### src/hdl/sict_pkg.sv
// ----------------------------------------------------------------------------
// sict_pkg
// shared types and constants for the sorted junction count table
// ----------------------------------------------------------------------------
`default_nettype none
package sict_pkg;

	localparam int unsigned POS_W    = 31;
	localparam int unsigned STRAND_W = 2;
	localparam int unsigned ADD_W    = 32;
	localparam int unsigned CNT_W    = 64;
	localparam int unsigned SER_W    = 32;

	localparam logic ACT_ADD   = 1'b0;
	localparam logic ACT_FLUSH = 1'b1;

	typedef enum logic [1:0] {
		ST_IDLE,
		ST_INSERT,
		ST_FLUSH
	} sict_state_t;

	// controller to datapath
	typedef struct packed {
		logic load;    // capture the incoming transfer
		logic insert;  // apply the add to the table
		logic emit;    // present the entry under the read pointer
		logic advance; // step the read pointer
		logic clear;   // empty the table after a flush
	} sict_cmd_t;

	// datapath to controller
	typedef struct packed {
		logic empty;     // no entries held
		logic last_rd;   // read pointer at the final entry
		logic out_full;  // output register holds an untaken result
	} sict_status_t;

endpackage
`default_nettype wire

### src/hdl/sict_ctrl.sv
// ----------------------------------------------------------------------------
// sict_ctrl
// sequencer for add and flush transfers
// ----------------------------------------------------------------------------
`default_nettype none
module sict_ctrl (
	input  wire                  clk,
	input  wire                  arst_n,
	input  wire                  in_valid,
	input  wire                  action,
	input  sict_pkg::sict_status_t status,
	output logic                 in_stall,
	output sict_pkg::sict_cmd_t  cmd
);

	sict_pkg::sict_state_t state_q, state_d;

	always_ff @(posedge clk or negedge arst_n) begin
		if (!arst_n) begin
			state_q <= sict_pkg::ST_IDLE;
		end else begin
			state_q <= state_d;
		end
	end

	always_comb begin
		state_d  = state_q;
		cmd      = '0;
		in_stall = 1'b1;
		case (state_q)
			sict_pkg::ST_IDLE: begin
				in_stall = 1'b0;
				if (in_valid) begin
					cmd.load = 1'b1;
					if (action == sict_pkg::ACT_FLUSH) begin
						state_d = sict_pkg::ST_FLUSH;
					end else begin
						state_d = sict_pkg::ST_INSERT;
					end
				end
			end
			sict_pkg::ST_INSERT: begin
				cmd.insert = 1'b1;
				state_d    = sict_pkg::ST_IDLE;
			end
			sict_pkg::ST_FLUSH: begin
				if (status.empty) begin
					cmd.clear = 1'b1;
					state_d   = sict_pkg::ST_IDLE;
				end else if (!status.out_full) begin
					cmd.emit    = 1'b1;
					cmd.advance = 1'b1;
					if (status.last_rd) begin
						cmd.clear = 1'b1;
						state_d   = sict_pkg::ST_IDLE;
					end
				end
			end
			default: begin
				state_d = sict_pkg::ST_IDLE;
			end
		endcase
	end

endmodule
`default_nettype wire

### config.mk
export PLATFORM = sky130hd
export DESIGN_NAME = sict_ctrl
export DESIGN_NICKNAME = d
export VERILOG_FILES = /design/src/hdl/sict_pkg.sv /design/src/hdl/sict_ctrl.sv
export SDC_FILE = /design/constraint.sdc
export NUM_CORES = 1
export LEC_CHECK = 0
export BUFFER_PORTS_ARGS = -buffer_cell sky130_fd_sc_hd__buf_2
export CAP_MARGIN = 10
export CORE_AREA = 2 2 39 41
export CTS_CLUSTER_SIZE = 24
export DETAILED_ROUTE_END_ITERATION = 16
export DIE_AREA = 0 0 41 43
export GPL_TIMING_DRIVEN = 0
export SYNTH_ARGS = -nofsm -noshare
export SYNTH_HDL_FRONTEND = slang
export SYNTH_SLANG_ARGS = --single-unit
export TNS_END_PERCENT = 1
### constraint.sdc
create_clock -name clk -period 1.25 [get_ports clk]
set_clock_uncertainty 0.2 [all_clocks]
set_input_delay 0.25 -clock clk [delete_from_list [all_inputs] [get_ports clk]]
set_output_delay 0.25 -clock clk [all_outputs]
set_load 0.01 [all_outputs]
After elaboration in Yosys (flattened, before gate mapping)
Index checks and enable logic that the tools add are counted.
Widths: inputs -> output; s select.
{ "word_totals": {"ff_bits": 2, "latchBits": 0, "mem_bits_rw": 0, "mem_bits_ro": 0, "inputBits": 7, "output_inout_bits": 6, "wordCells": 23, "n_memories": 0} }
{ "classes": {"add_sub_neg": 0, "multipliers": 0, "n_div": 0, "order_cmp": 0, "eq_ne": 5, "n_shift": 0, "muxes": 15, "bitwise": 0, "n_reduce_logical": 2} }
{ "ops": {"columns": ["op", "n"], "rows": [
  ["$mux 2", 6],
  ["$mux 1", 6],
  ["$mux 3", 2],
  ["$ne 3x3->1 const B", 2],
  ["$pmux 2 s2", 1],
  ["$reduce_and 3->1", 1],
  ["$eq 2x1->1 const B", 1],
  ["$eq 2x2->1 const B", 1],
  ["$logic_not 2->1", 1],
  ["$ne 2x2->1 const B", 1]
]} }

Logic depth before layout (Yosys ltp)
{ "depth": {"depth_word": 4, "depth_mapped": 3, "mapped_depth_nobuf": 2} }

Worst setup path before layout
OpenSTA, ideal clock, no wires.
{ "synth_timing": {"path_kind": "register to output", "start": "register state_q[0]", "end": "output port cmd[2] (netlist name)", "t_arrival_ns": 1.041, "t_required_ns": 0.800, "setup_slack_ns": -0.241, "stages_incl_launch_ff": 4, "n_path_buf": 1, "path_cell_list": "dfrtp_1 nand2b_4 nor3_1 buf_4"} }
{ "synth_rtl": {"columns": ["element", "line", "rtl"], "rows": [
  ["start, declared", "sict_ctrl.sv:16", "sict_pkg::sict_state_t state_q, state_d;"],
  ["start signal, assigned", "sict_ctrl.sv:20", "state_q <= sict_pkg::ST_IDLE;"],
  ["start signal, assigned", "sict_ctrl.sv:22", "state_q <= state_d;"],
  ["end, declared", "sict_ctrl.sv:13", "output sict_pkg::sict_cmd_t cmd"]
]} }

==> summary.txt <==
Timing
  – Worst Tran Pin Value: 190 ps
  – Period utilization: 1.26
  – Final setup fails: 6
  – Fmax: around 0.63 GHz
  – Fin. max-slew vios: 0
  – Fin crit period: 1580 ps
  – Final Hold Fails: 0
  – RSZ-0062 raised after global routing: yes
  – Post-route setup slack: -329 ps
  – Relative slew slack: 0.873

Clock network
  – Clock Sinks: 2
  – TritonCTS clock tree: done
  – CTS buffer count: 3
  – H-tree depth: 1
  – CTS clk-pin slew, worst paths: 30 ps
  – Latest clock arrival within the worst-skew pair: 230 ps
  – Bufs on Longest Clock Path: 2
  – Root buffer cell: clkbuf_4

Power and ir drop
  – Register share of total power: 0.250
  – Switching part of the total power: 0.267
  – Power Density: 1030 nW/um^2
  – Clock power share: 0.462
  – Peak supply drop: 0.367 mV
  – Comb power frac: 0.288
  – Leakage: between 0.1 and 0.15 nW
  – P_sw: 0.0841 mW
  – P_int: 0.231 mW
  – Tot Pwr: around 0.31 mW

GRT
  – Met3 usage: 0.0262
  – First-pass GRT wire length: 593 microns
  – Met1 GRT Util: 0.0675
  – GRT Max-Usage Layer: met4
  – Vias in the first global route: 165
  – Overflow after GRT: 0
  – Routing usage on met2: 0.0594
  – Initial antenna violation count: 0
  – Total GRT Usage: 0.0602
  – Largest net degree at the start of global routing: 5

Logic synthesis
  – Commonest cells post-synth: dfrtp_1 (2), nor2b_1 (2)
  – Post-synthesis cell area: ~150 sq um
  – Synth unique cells: 11
  – Syn nets: 20
  – Area leader, netlist: dfrtp_1
  – Yosys top cell area share: 0.345
  – EDFF count, synth: 0
  – Register area share after synthesis: 0.345
  – Seq cells post-synth: 2
  – Synth Area per Inst: 11.2 sq um
  – Synth warnings: 0
  – Post-synth top flop: dfrtp_1
  – Synth Instances: 13
  – Post-synth ARST share: 1.00
  – Synth top area cells: dfrtp_1 (34%), o32ai_2 (11%), nand2b_4 (9.5%), nor2b_1 (8.6%), nor3b_2 (8.6%)

Critical path
  – Critical Path AT: 1130 ps
  – Delay-heaviest family, CP: flip-flops
  – Length in cells of the worst reg-to-reg path: 3
  – Setup crit end kind: output port
  – Worst Setup Start Kind: register
  – Critical Path RT: about 800 ps
  – CP peak stage delay: 380 ps
  – Critical path's slowest cell: dfrtp_1
  – Worst path buffer plus inverter count: 2
  – Worst-path cell chain: nand2b_4, nor3_4, buf_4, buf_6
  – Critical-path maximum fanout: 4
  – Instance count on the critical path: 4
  – Crit path kind: reg -> out

Placement
  – Place WS: -143 ps
  – Gp weighted congestion: 0.553
  – IO buf count: 12

Cells and area
  – Layout cells sized above 1: 0.742
  – Largest register FFs: 2
  – # fillers: 149
  – Layout area overhead: 111%
  – Biggest register: state_q
  – Ant. Diodes: 0
  – Largest regs: state_q (2)
  – # nets final: 40

Route
  – Final wirelength: 433 microns
  – Initial DRC count: 0
  – Via density: 3.40
  – Routed vias: 160
  – Drt first pass iters: 1
  – WL/cell: 9.21 microns
  – DRC viols: 0
  – Antenna viol nets, final: 0

Min path
  – Hold-critical path depth: 2
  – Hold Crit Class: in -> reg

Floorplan
  – Die Ht: roughly 43 microns
  – Initial Util: 0.105
  – Die W: 41 microns
  – Io pins: 13
  – Core area: 1380 sq um
  – Rows: 14
  – Die footprint: 1760 sq um

Run status
  – Failing checks: negative setup slack
  – Status: complete, but fails checks

Flow run
  – MaxCap Viol Count: 0
[kinds of logic (layout without fill, tap and decap cells)]
family / count (synthesis) / count (layout) / synth area share
AOI/OAI and AO/OA: 2 / 2 / 0.181
buffers and inverters: 1 / 19 / 0.0517
DFF: 2 / 2 / 0.345
and+or+nand+nor: 8 / 8 / 0.422
[cell type report]
class                      instances  area (sq um)  share of cell area
clock buffer                       3          22.5              0.0735
timing repair buffer              15           106               0.347
multi-input combinational         10          98.8               0.322
sequential                         2          51.3               0.167
buffer                             1          7.51              0.0245
tap                               16          20.0              0.0653
[cells in the final DEF, fill, tap and decap left out]
| master | n |
|---|---|
| dfrtp_1 | 1 |
| o32ai_2 | 1 |
| nor2b_1 | 2 |
| and2b_1 | 1 |
| nand2_1 | 1 |
| buf_2 | 9 |
| clkbuf_4 | 3 |
| buf_6 | 3 |
| buf_4 | 2 |
| nand2b_4 | 1 |
| nor3_4 | 1 |
| dfrtp_2 | 1 |
| o21ba_2 | 1 |
| nor3b_2 | 1 |
| dlygate4sd3_1 | 2 |
| or2_1 | 1 |
[routing by layer]
metal,vias up,part of all wire
li1,81,-
met1,66,0.45
met2,13,0.38
met3,0,0.18
met4,0,0
met5,-,0
[worst reg2reg max path: stages (launching register included)]
cell and delay (ps):
dfrtp_1 380, buf_4 140, nor3b_2 190, nor2b_1 140
[metrics by stage]
stage / TNS (ps) / hold slack [ps] / instance area [sq um] / instances / utilization
2_1_floorplan: -55.1 / -246 / 156 / 13 / -
3_3_place_gp: -260 / -159 / 236 / 41 / 0.171
3_5_place_dp: -309 / -160 / 236 / 41 / 0.171
4_1_cts: -1690 / 93.0 / 292 / 46 / 0.211
5_1_grt: -1890 / 110 / 307 / 47 / 0.222
6_report: -1610 / 96.8 / 307 / 47 / 0.222
[path summary, 6_finish.rpt]
kind / start / slack (ps) / endpoint
min in group asynchronous: arst_n / 150 / state_q[1]
hold / removal: status[2] / 100 / state_q[1]
setup / recovery: state_q[0] / -330 / cmd[2]
setup reg to reg: state_q[0] / 130 / state_q[0]
hold reg to reg: state_q[0] / 410 / state_q[1]
max in group asynchronous: arst_n / 590 / state_q[1]
[what timing repair did]
item	in CTS	in global routing
gates resized for setup	3	2
setup buffers	0	1
setup endpoints to repair	6	6
hold buffers	2	0
endpoints found under the hold margin	3	0
gates cloned	0	0
pin swaps	0	0
[power by group through the flow]
stage	clock, mW	sequential (mW)	combinational (mW)
2_1_floorplan	0	0.0781	0.0438
3_3_place_gp	0	0.0789	0.0747
3_5_place_dp	0	0.0791	0.0748
4_1_cts	0.156	0.0784	0.0851
5_1_grt	0.152	0.0800	0.0979
6_report	0.145	0.0787	0.0908
Power figures use the tool's default switching activity.
